### config.mk
export PLATFORM = sky130hd
export DESIGN_NAME = apt_merge_flat
export DESIGN_NICKNAME = d
export VERILOG_FILES = /design/src/apt_pkg.sv /design/src/apt_if.sv /design/src/apt_merge.sv /design/src/flat_wrapper.sv
export SDC_FILE = /design/constraint.sdc
export NUM_CORES = 1
export LEC_CHECK = 0
export BUFFER_PORTS_ARGS = -buffer_cell sky130_fd_sc_hd__buf_2
export CAP_MARGIN = 40
export CORE_MARGIN = 2
export CORE_UTILIZATION = 55
export DETAILED_ROUTE_END_ITERATION = 10
export PLACE_DENSITY_LB_ADDON = 0.05
export RECOVER_POWER = 50
export SYNTH_ARGS = -nofsm -noshare
export SYNTH_HDL_FRONTEND = slang
export SYNTH_SLANG_ARGS = --single-unit
### constraint.sdc
create_clock -name clk -period 28.6 [get_ports clk]
set_input_delay 2.86 -clock clk [delete_from_list [all_inputs] [get_ports clk]]
set_output_delay 2.86 -clock clk [all_outputs]
set_load 0.01 [all_outputs]
### src/apt_pkg.sv
// shared types and constants of the affine point transform
`timescale 1ns / 1ps
`default_nettype none

package apt_pkg;

  localparam int COORD_W   = 32;
  localparam int CFG_W     = 64;
  localparam int NUM_REGS  = 6;
  localparam int CFG_IDX_W = 3;
  localparam int NUM_LANES = 3;

  typedef logic signed [COORD_W-1:0] coord_t;
  typedef logic [CFG_W-1:0]          coef_word_t;
  typedef logic [CFG_IDX_W-1:0]      cfg_idx_t;

  // register indexes
  localparam cfg_idx_t REG_ROW0_COLS01 = 3'd0;
  localparam cfg_idx_t REG_ROW0_COLS23 = 3'd1;
  localparam cfg_idx_t REG_ROW1_COLS01 = 3'd2;
  localparam cfg_idx_t REG_ROW1_COLS23 = 3'd3;
  localparam cfg_idx_t REG_ROW2_COLS01 = 3'd4;
  localparam cfg_idx_t REG_ROW2_COLS23 = 3'd5;

  // identity matrix in Q16.16
  localparam coef_word_t RST_ROW0_COLS01 = 64'h0000_0000_0001_0000;
  localparam coef_word_t RST_ROW0_COLS23 = 64'h0000_0000_0000_0000;
  localparam coef_word_t RST_ROW1_COLS01 = 64'h0001_0000_0000_0000;
  localparam coef_word_t RST_ROW1_COLS23 = 64'h0000_0000_0000_0000;
  localparam coef_word_t RST_ROW2_COLS01 = 64'h0000_0000_0000_0000;
  localparam coef_word_t RST_ROW2_COLS23 = 64'h0000_0000_0001_0000;

  localparam coord_t COORD_MAX = 32'sh7FFF_FFFF;
  localparam coord_t COORD_MIN = 32'sh8000_0000;

  typedef struct packed {
    coord_t value;
    logic   sat;
  } lane_res_t;

  typedef struct packed {
    coord_t x;
    coord_t y;
    coord_t z;
    logic   sat;
  } item_t;

endpackage

`default_nettype wire

### src/apt_if.sv
// valid/ready channel interfaces for points in and transformed points out
`timescale 1ns / 1ps
`default_nettype none


interface apt_out_if import apt_pkg::*; ();
  logic   valid;
  logic   ready;
  coord_t out_x;
  coord_t out_y;
  coord_t out_z;
  logic   saturated;

  modport source (output valid, output out_x, output out_y, output out_z,
                  output saturated, input ready);
  modport sink   (input valid, input out_x, input out_y, input out_z,
                  input saturated, output ready);
endinterface

`default_nettype wire

### src/apt_merge.sv
// joins the lane results into one transaction, with output register and skid stage
`timescale 1ns / 1ps
`default_nettype none

module apt_merge import apt_pkg::*; (
  input  wire logic      clk,
  input  wire logic      rst_n,
  input  wire logic      res_valid,
  input  wire lane_res_t res [NUM_LANES],
  output logic           ready,
  apt_out_if.source      out_ch
);

  logic  out_valid_r, out_valid_nxt;
  logic  skid_valid_r, skid_valid_nxt;
  item_t out_item_r, out_item_nxt;
  item_t skid_item_r, skid_item_nxt;
  item_t merged;
  logic  take;

  always_comb begin
    merged.x   = res[0].value;
    merged.y   = res[1].value;
    merged.z   = res[2].value;
    merged.sat = res[0].sat | res[1].sat | res[2].sat;
  end

  // pipeline only moves while the skid stage is empty
  assign ready = !skid_valid_r;
  assign take  = res_valid && ready;

  always_comb begin
    out_valid_nxt  = out_valid_r;
    skid_valid_nxt = skid_valid_r;
    out_item_nxt   = out_item_r;
    skid_item_nxt  = skid_item_r;
    if (out_valid_r && !out_ch.ready) begin
      if (take) begin
        skid_valid_nxt = 1'b1;
        skid_item_nxt  = merged;
      end
    end else if (skid_valid_r) begin
      out_valid_nxt  = 1'b1;
      out_item_nxt   = skid_item_r;
      skid_valid_nxt = 1'b0;
    end else begin
      out_valid_nxt = take;
      out_item_nxt  = merged;
    end
  end

  always_ff @(posedge clk) begin
    if (!rst_n) begin
      out_valid_r  <= 1'b0;
      skid_valid_r <= 1'b0;
    end else begin
      out_valid_r  <= out_valid_nxt;
      skid_valid_r <= skid_valid_nxt;
    end
  end

  always_ff @(posedge clk) begin
    out_item_r  <= out_item_nxt;
    skid_item_r <= skid_item_nxt;
  end

  assign out_ch.valid     = out_valid_r;
  assign out_ch.out_x     = out_item_r.x;
  assign out_ch.out_y     = out_item_r.y;
  assign out_ch.out_z     = out_item_r.z;
  assign out_ch.saturated = out_item_r.sat;

endmodule

`default_nettype wire

### src/flat_wrapper.sv
// flat-port wrapper written by rule: the top's interface ports become plain ports
module apt_merge_flat import apt_pkg::*;
  (clk, rst_n, res_valid, res, ready, out_ch_valid, out_ch_out_x, out_ch_out_y, out_ch_out_z, out_ch_saturated, out_ch_ready);
  apt_out_if out_ch_i ();
  input  wire logic clk;
  input  wire logic rst_n;
  input  wire logic res_valid;
  input  wire lane_res_t res[NUM_LANES];
  output logic ready;
  output wire logic [$bits(out_ch_i.valid)-1:0] out_ch_valid;
  output wire logic [$bits(out_ch_i.out_x)-1:0] out_ch_out_x;
  output wire logic [$bits(out_ch_i.out_y)-1:0] out_ch_out_y;
  output wire logic [$bits(out_ch_i.out_z)-1:0] out_ch_out_z;
  output wire logic [$bits(out_ch_i.saturated)-1:0] out_ch_saturated;
  input wire logic [$bits(out_ch_i.ready)-1:0] out_ch_ready;
  assign out_ch_valid = out_ch_i.valid;
  assign out_ch_out_x = out_ch_i.out_x;
  assign out_ch_out_y = out_ch_i.out_y;
  assign out_ch_out_z = out_ch_i.out_z;
  assign out_ch_saturated = out_ch_i.saturated;
  assign out_ch_i.ready = out_ch_ready;
  apt_merge u_core (.clk(clk), .rst_n(rst_n), .res_valid(res_valid), .res(res), .ready(ready), .out_ch(out_ch_i));
endmodule
==> results.toml, run 1 <==
[route]
ant_nets = 0
wire_per_inst_um = 18.25
drcViolationCount = 0
vias_per_cell = 5.075
via_count = 3598
drt_iter0_markers = 250
first_pass_iters = 4
wirelength_mm = 12.94

[clocking]
h-tree-depth = 4
clock_path_buffers = 2
cts_resized = 0
cts_buffers = 17
cts_sinks = 196
cts_tree = "yes"
insertion_delay_ns = 0.42
cts_root_buf = "clkbuf_16"
cts_hold_buf = 0
cts_setup_buffers = 0
path_clk_slew_ns = 0.06

[logic_synthesis]
synth.distinct_cells = 13
ys_seq_area_share_pct = 82.46
synthAdderAreaFrac_pct = 0
synth_cells = 311
synth-compound-area-share_pct = 0.1055
yosysWarningCount = 0
synth_top_family_by_area = "multiplexers"
netlist_area_um2 = 7113
yosys.area_share.simple_pct = 0.4398
syn-num-nets = 414
synth.area.mux_share_pct = 15.78
synthXorXnorAreaFrac_pct = 0
avgSynthCellArea_um2 = 22.87
ys_ff_latch = 196

[worst_setup_path]
rrSetupSlack_ns = 25.04
worstPathArrival_ns = 5.89
worstSetupStartpointType = "input pin"
r2r-start = "u_core.out_ch.valid"
criticalPathCategory = "in2reg"
rr_endpoint = "u_core.skid_item_r[93]"
required_ns = 28.65
end_kind = "flop"
crit_path_max_fanout = 51
reg2reg_depth = 4

[final_layout]
fin_area_um2 = 8753
drive_gt1_share_pct = 47.67
diodes = 0
syn_to_final_growth_pct = 23.06
nets = 627

[floorplanning]
core-area_um2 = 12620
num_rows = 41
fp.dieArea_um2 = 13860
die_x_um = 117.7
ios = 202
die_height_um = 117.7
start_util_pct = 56.37

[job]
cap_violations = 1

[hold_path]
min_from = "u_core.skid_item_r[85]"
hold_depth = 1
hold_path_end = "u_core.out_ch.out_x[20]"
hp-class = "reg2reg"

[timing]
maxSlewHeadroom_pct = -47.55
tightest_slew_ns = 2.213
setup_viol_count_final = 0
fin_crit_ns = 5.834
finalClockSkew_ns = 0.007087
rsz0062_at_grt = "false"
post-route-period-util_pct = 20.40
holdWs_ns = 0.5394
tns_ns = 0
max_freq_mhz = 171.4
drv_slew = 45
hold_viol = 0

[grt]
grt_pass1_wl_mm = 19.71
grt_use_total_pct = 19.09
grt-ovfl-total = 0
grt_pass1_vias = 3639
grt_start_max_net_pins = 58
antenna_found_initial = 0

[power_and_ir_drop]
seqPwrFrac_pct = 55.5
p_leak_nw = 3.164
clockPowerShare_pct = 38.2
power.net_switching_mw = 0.1211
swShare_pct = 19.97
internal_power_mw = 0.4851
vdd_drop_max_v = 0.00004282
power_frac_comb_pct = 6.3
p_per_area_nw_per_um2 = 69.25

[place]
hpwl_mm = 8.486
place_area_um2 = 8298
place.gp.congestion = 0.7368
io_buffer_count = 201

[status]
violations = "max-capacitance violations, max-slew violations"
status = "finished with violations"
## sequential cells by signal, summed over array words and instances, names as in the netlist
| signal | count |
|---|---|
| u_core.out_ch.out_z | 32 |
| u_core.skid_item_r | 97 |
| u_core.out_ch.out_x | 32 |
| u_core.out_ch.saturated | 1 |
| u_core.out_ch.out_y | 32 |
| u_core.out_ch.valid | 1 |
| u_core.skid_valid_r | 1 |
## worst max-delay path by stage
| stage | slack, ns | cells past startpoint | startpoint | endpoint |
|---|---|---|---|---|
| floorplan | 15.41 | 2 | out_ch_ready | u_core.skid_item_r[0] |
| global placement | 23.30 | 5 | out_ch_ready | u_core.skid_item_r[31] |
| detailed placement | 23.27 | 5 | out_ch_ready | u_core.skid_item_r[24] |
| CTS | 23.72 | 5 | out_ch_ready | u_core.skid_item_r[24] |
| global route | 22.42 | 5 | out_ch_ready | u_core.skid_item_r[92] |
| finish | 22.77 | 5 | out_ch_ready | u_core.skid_item_r[93] |
## cells by family (layout without fill, tap and decap cells)
group,count (synthesis),after routing
compound gates,1,1
buf+inv,12,238
flops,196,196
mux,97,97
simple gates,5,5
## stage by stage
step / setup WS (ns) / util, % / cells / total power, mW
floorplan: 15.41 / - / 311 / 0.3620
global placement: 23.30 / 65.75 / 677 / 0.3817
detailed placement: 23.27 / 65.75 / 677 / 0.3832
CTS: 23.72 / 70.30 / 709 / 0.6138
global route: 22.42 / 69.36 / 709 / 0.6262
finish: 22.77 / 69.36 / 709 / 0.6062
## cells in the mapped netlist
library cell	count	share of area, %
buf_12	1	0.28
mux2_4	8	1.7
inv_1	1	0.053
edfxtp_1	194	82
buf_6	2	0.32
a21boi_0	1	0.11
or3_1	1	0.088
nand2b_1	1	0.088
nor3b_1	2	0.21
nor2_1	1	0.053
mux2_2	89	14
buf_2	8	0.56
dfxtp_1	2	0.56
## worst max-delay path: stages
cell and delay [ns]:
buf_2 0.09, nand2b_1 1.18, nor3b_2 0.49, buf_4 0.54
buf_4 0.65
## power groups by stage
stage | clock, mW | combinational (mW) | sequential, mW
after floorplan | 0 | 0.0128 | 0.349
after global placement | 0 | 0.0397 | 0.342
after detailed placement | 0 | 0.0408 | 0.342
after CTS | 0.236 | 0.0409 | 0.336
after global routing | 0.247 | 0.0417 | 0.338
final | 0.231 | 0.0384 | 0.336
## metal layers
| layer | track usage (%) | part of all wire (%) |
|---|---|---|
| met5 | 0 | 0 |
| met4 | 8.735 | 1.6 |
| met3 | 6.880 | 7.4 |
| met2 | 29.51 | 48 |
| met1 | 24.40 | 43 |
## cell usage in the layout (no fill, tap or decap), drive strengths merged, types with 2 or more instances in the layout
cell / synthesis / layout
mux2: 97 / 97
clkinv: 0 / 7
bufinv: 0 / 3
nor3b: 2 / 2
clkinvlp: 0 / 3
buf: 11 / 141
dfxtp: 2 / 2
clkbuf: 0 / 83
edfxtp: 194 / 194
## final cells by class
| cell class | instances | area, um^2 |
|---|---|---|
| clock buffers | 19 | 432.9 |
| clock inverters | 13 | 140.1 |
| fillers | 917 | 3866 |
| inverters | 1 | 3.754 |
| multi-input cells | 103 | 1136 |
| flip-flops and latches | 196 | 5869 |
| well taps | 172 | 215.2 |
| repair buffers | 205 | 955.9 |
Note: power is estimated with default switching activity, not from simulation.
==> run 2: changes to the inputs <==
--- a/config.mk
+++ b/config.mk
@@ -8,7 +8,7 @@
 export BUFFER_PORTS_ARGS = -buffer_cell sky130_fd_sc_hd__buf_2
 export CAP_MARGIN = 40
 export CORE_MARGIN = 2
-export CORE_UTILIZATION = 55
+export CORE_UTILIZATION = 47
 export DETAILED_ROUTE_END_ITERATION = 10
 export PLACE_DENSITY_LB_ADDON = 0.05
 export RECOVER_POWER = 50
==> constraint.sdc (replaced) <==
create_clock -name clk -period 5 [get_ports clk]
set_input_delay 0.5 -clock clk [delete_from_list [all_inputs] [get_ports clk]]
set_output_delay 0.5 -clock clk [all_outputs]
set_load 0.01 [all_outputs]
==> run 2 against run 1 <==
Compared with the run above:
- the run still ends with max-capacitance violations, max-slew violations left
- critical path type is now reg2reg
- setup slack got worse by 21 ns
- sequential power grew to 5.7 times the previous value
- global-route usage is 2.6 points lower
- register-to-register slack lost 23 ns
- flip-flop and latch count unchanged
- largest power group unchanged
- non-clock buffer count unchanged
- clock skew decreased by 0.0023 ns
- count of clock-buffer cells in the layout unchanged
- hold slack lost 0.28 ns
- cell area fell by 0.70%
- first-iteration DRC count down 20%
- die area up 16%
==> results.toml, run 2 (synthesis gave the netlist of run 1 again) <==
[status]
status = "finished with violations"
violations = "max-capacitance violations, max-slew violations"

[clocking]
cts_buffers = 17
cts_sinks = 196
h-tree-depth = 4
clock_path_buffers = 2
cts_resized = 0
insertion_delay_ns = 0.42
cts_root_buf = "clkbuf_16"
path_clk_slew_ns = 0.07
cts_setup_buffers = 0
cts_hold_buf = 0
cts_tree = "yes"

[place]
place.gp.congestion = 0.7304
hpwl_mm = 8.471
io_buffer_count = 201

[final_layout]
syn_to_final_growth_pct = 22.20
drive_gt1_share_pct = 36.26
fillers = 1165
diodes = 0
final_cell_mix = "edfxtp_1, clkbuf_1, mux2_2"
nets = 627
largest_register = "u_core.skid_item_r"
largest_reg_flops = 97
final_common_cell = "edfxtp_1"

[floorplanning]
die_height_um = 127.0
ios = 202
start_util_pct = 48.57
die_x_um = 127.0
core-area_um2 = 14640
num_rows = 44
fp.dieArea_um2 = 16130

[grt]
antenna_found_initial = 0
grt_pass1_wl_mm = 19.74
grt_use_total_pct = 16.48
grt-ovfl-total = 0
grt_start_max_net_pins = 62
grt_pass1_vias = 3706

[power_and_ir_drop]
p_per_area_nw_per_um2 = 398.1
p_leak_nw = 2.988
vdd_drop_max_v = 0.0002181

[worst_setup_path]
startpoint = "u_core.skid_valid_r"
worstPathArrival_ns = 3.33
cp.depth = 2
crit_path_max_fanout = 61
required_ns = 5.17
path_buf_inv = 1
crit_chain = "buf_4 -> mux2_2"
rr_endpoint = "u_core.out_ch.out_x[10]"
end_kind = "flop"
rrSetupSlack_ns = 1.84
criticalPathCategory = "reg2reg"
cp_top_family = "flip-flops"
max_stage_delay_ns = 1.61
worstSetupStartpointType = "flop"
r2r-start = "u_core.skid_valid_r"
endpoint = "u_core.out_ch.out_x[10]"
crit_slowest_cell = "dfxtp_1"
reg2reg_depth = 2

[timing]
max_freq_mhz = 316.4
setup_viol_count_final = 0
finalClockSkew_ns = 0.004774
post-route-period-util_pct = 63.21
fin_crit_ns = 3.160
hold_viol = 0
holdWs_ns = 0.2643
rsz0062_at_grt = "false"
maxSlewHeadroom_pct = -45.23
drv_slew = 84
tns_ns = 0
tightest_slew_ns = 2.179

[route]
wirelength_mm = 13.04
drcViolationCount = 0
drt_iter0_markers = 201
via_count = 3578
wire_per_inst_um = 18.13
first_pass_iters = 4
vias_per_cell = 4.976
ant_nets = 0

[job]
cap_violations = 2

[hold_path]
hp-class = "in2reg"
run 2: cell types whose count changed in the layout (fill, tap and decap cells not counted), sizes merged:
cell      before  now
clkinv         7    4
clkbuf        83  146
clkinvlp       3    4
buf          141   78
run 2: where the power goes:
group | switching, mW | total, mW | leakage [nW] | internal [mW]
clock network | 0.550 | 1.32 | 0.266 | 0.775
logic | 0.120 | 0.210 | 0.821 | 0.0905
registers | 0.0243 | 1.92 | 1.90 | 1.90
run 2: layout make-up:
cell class / count / area (um^2) / share of cell area (%)
clock buffer: 19 / 432.9 / 4.981
clock inverter: 11 / 137.6 / 1.583
inverter: 1 / 3.754 / 0.04318
multi-input combinational: 103 / 1146 / 13.19
sequential: 196 / 5866 / 67.48
tap: 184 / 230.2 / 2.649
timing repair buffer: 205 / 875.8 / 10.08
run 2: worst min path at each step:
stage	start	end	slack, ns	cells past startpoint
after floorplan	u_core.skid_item_r[92]	u_core.out_ch.out_x[27]	0.52	1
after global placement	u_core.skid_item_r[83]	u_core.out_ch.out_x[18]	0.53	1
after detailed placement	u_core.skid_item_r[58]	u_core.out_ch.out_y[25]	0.53	1
after CTS	res[23]	u_core.skid_item_r[23]	0.24	1
after global routing	res[86]	u_core.skid_item_r[84]	0.24	1
final	res[86]	u_core.skid_item_r[84]	0.26	1
run 2: stage by stage:
step	area [um^2]	total power, mW	cells	worst slack [ns]	utilization (%)
after floorplan	7132	2.065	311	0.7722	-
after global placement	8319	2.187	689	2.576	56.81
after detailed placement	8319	2.194	689	2.549	56.81
after CTS	8890	3.520	719	2.749	60.71
after global routing	8692	3.582	719	1.586	59.36
final	8692	3.460	719	1.840	59.36
run 2: worst reg2reg max path: stages (launching register included):
cell and delay (ns):
dfxtp_1 1.61, buf_4 0.87, mux2_2 0.43
run 2: layer usage:
metal	global-route usage, %	routed length (um)
met4	6.399	173
met3	6.658	1085
met1	20.88	5590
met2	25.71	6187
met5	0	0
==> run 3: changes to the inputs <==
==> constraint.sdc (replaced) <==
create_clock -name clk -period 2.6 [get_ports clk]
set_input_delay 0.26 -clock clk [delete_from_list [all_inputs] [get_ports clk]]
set_output_delay 0.26 -clock clk [all_outputs]
set_load 0.01 [all_outputs]
==> run 3 against run 2 <==
Compared with the run above:
- the run now ends clean
- combinational power rose by 120%
- flip-flop and latch count did not move
- first-iteration DRC count rose by 8.5%
- final cell count rose by 7.1%
- power rose by 98%
- wire length rose by 2.6%
- clock power rose by 100%
- fmax rose by 61%
- count of clock-buffer cells in the layout fell by 1
- non-clock buffer count rose by 49
- critical path type unchanged
- largest cell class unchanged
- largest power group unchanged
==> results.toml, run 3 (synthesis gave the netlist of run 1 again) <==
[worst_setup_path]
rr_endpoint = "u_core.out_ch.out_y[10]"
required_ns = 2.63
crit_path_max_fanout = 99
startpoint = "u_core.out_ch.valid"
crit_chain = "nand2b_2 -> clkbuf_4"
worstSetupStartpointType = "flop"
crit_slowest_cell = "clkbuf_4"
criticalPathCategory = "reg2reg"
worstPathArrival_ns = 1.99
rrSetupSlack_ns = 0.64
end_kind = "flop"
r2r-start = "u_core.out_ch.valid"
max_stage_delay_ns = 1.11
reg2reg_depth = 2

[floorplanning]
core-area_um2 = 14640
num_rows = 44
die_height_um = 127.0
die_x_um = 127.0
ios = 202
start_util_pct = 48.57
fp.dieArea_um2 = 16130

[grt]
grt-ovfl-total = 0
grt_pass1_wl_mm = 20.38
antenna_found_initial = 0
grt_start_max_net_pins = 100
grt_pass1_vias = 3893
grt_use_total_pct = 16.95

[timing]
setup_viol_count_final = 0
rsz0062_at_grt = "false"
drv_slew = 0
hold_viol = 0
tightest_slew_ns = 1.451
fin_crit_ns = 1.962
max_freq_mhz = 509.6
post-route-period-util_pct = 75.47
finalClockSkew_ns = 0.007110
maxSlewHeadroom_pct = 3.251
worst_slack_ns = 0.6377

[status]
status = "finished, final reports clean"

[power_and_ir_drop]
vdd_drop_max_v = 0.0004944
seqPwrFrac_pct = 53.9
clockPowerShare_pct = 39.4
p_leak_nw = 3.185
swShare_pct = 20.19
internal_power_mw = 5.476
power.net_switching_mw = 1.386
p_per_area_nw_per_um2 = 743.0
power_frac_comb_pct = 6.7

[place]
dp.cells = 691
place.gp.congestion = 0.7158
io_buffer_count = 201
hpwl_mm = 8.226
dpl_worst_slack_ns = 0.6721

[hold_path]
hold_depth = 1
hold_path_end = "u_core.skid_item_r[13]"
min_from = "res[13]"
hp-class = "in2reg"

[route]
drcViolationCount = 0
first_pass_iters = 4
via_count = 3809
wire_per_inst_um = 17.37
drt_iter0_markers = 218
vias_per_cell = 4.947
wirelength_mm = 13.38
ant_nets = 0

[final_layout]
final_cell_mix = "edfxtp_1, clkbuf_1, mux2_2"
nets = 676
layout.cells.non_filler = 770
fillers = 1144
syn_to_final_growth_pct = 29.83
final_common_cell = "edfxtp_1"
largest_register = "u_core.skid_item_r"
diodes = 0
multi_input_area_um2 = 1175
largest_reg_flops = 97
regArea_um2 = 5869
drive_gt1_share_pct = 31.40

[clocking]
cts_resized = 0
h-tree-depth = 4
cts_buffers = 17
cts_root_buf = "clkbuf_16"
insertion_delay_ns = 0.43
cts_tree = "yes"
path_clk_slew_ns = 0.07
cts_setup_buffers = 0
cts_sinks = 196
clock_path_buffers = 2

[job]
cap_violations = 0
run 3: cell count changes in the layout (fill, tap and decap cells not counted), moves of 2 or more:
cell,delta
clkbuf_1,+25
dlygate4sd3_1,+47
clkinv_4,+2
buf_2,-30
clkinv_2,+2
mux2_1,-7
clkinvlp_4,-2
mux2_4,+7
clkbuf_2,+5
run 3: what timing repair did:
| item | in CTS | in global routing |
|---|---|---|
| hold buffers | 45 | 2 |
| setup endpoints to repair | 0 | 0 |
| endpoints found under the hold margin | 45 | 2 |
run 3: final cells by class:
| type | count | share of cell area [%] |
|---|---|---|
| Inverter | 1 | 0.04064 |
| Clock inverter | 14 | 2.005 |
| Timing Repair Buffer | 254 | 14.54 |
| Sequential cell | 196 | 63.56 |
| Clock buffer | 18 | 4.647 |
| Multi-Input combinational cell | 103 | 12.72 |
| Tap cell | 184 | 2.493 |
run 3: stage by stage:
step / power (mW) / hold WS, ns / cell area (um^2) / util [%] / TNS, ns
after CTS: 6.979 / 0.0000008882 / 9428 / 64.38 / 0
after global routing: 7.102 / 0.002288 / 9235 / 63.06 / 0
after detailed placement: 4.218 / 0.4515 / 8363 / 57.11 / 0
after global placement: 4.204 / 0.4493 / 8363 / 57.11 / 0
after floorplan: 3.971 / 0.3589 / 7136 / - / -136.28
final: 6.862 / 0.02450 / 9235 / 63.06 / 0
run 3: layer usage:
metal,vias up,GRT usage [%],routed length (um)
met3,14,6.449,1002
met4,0,6.981,213
met1,1885,21.19,5771
li1,1777,-,-
met2,133,26.85,6391
met5,-,0,0
run 3: worst max-delay path by stage:
stage | end | depth (start not counted)
finish | u_core.out_ch.out_y[10] | 2
global route | u_core.out_ch.valid | 3
CTS | u_core.out_ch.out_z[18] | 2
detailed placement | u_core.out_ch.out_z[14] | 2
global placement | u_core.out_ch.out_z[17] | 2
floorplan | u_core.skid_item_r[0] | 2
run 3: critical path, delay by kind of cell, from the launching register on:
kind	cells	cell delay [ns]
buffers and inverters	1	1.11
and+or+nand+nor	1	0.09
DFF	1	0.32
run 3: power by group through the flow:
stage          clock network, mW  registers, mW  logic [mW]
2_1_floorplan                  0           3.83       0.143
3_3_place_gp                   0           3.76       0.445
3_5_place_dp                   0           3.76       0.455
4_1_cts                     2.77           3.70       0.510
5_1_grt                     2.89           3.71       0.500
6_report                    2.70           3.70       0.460
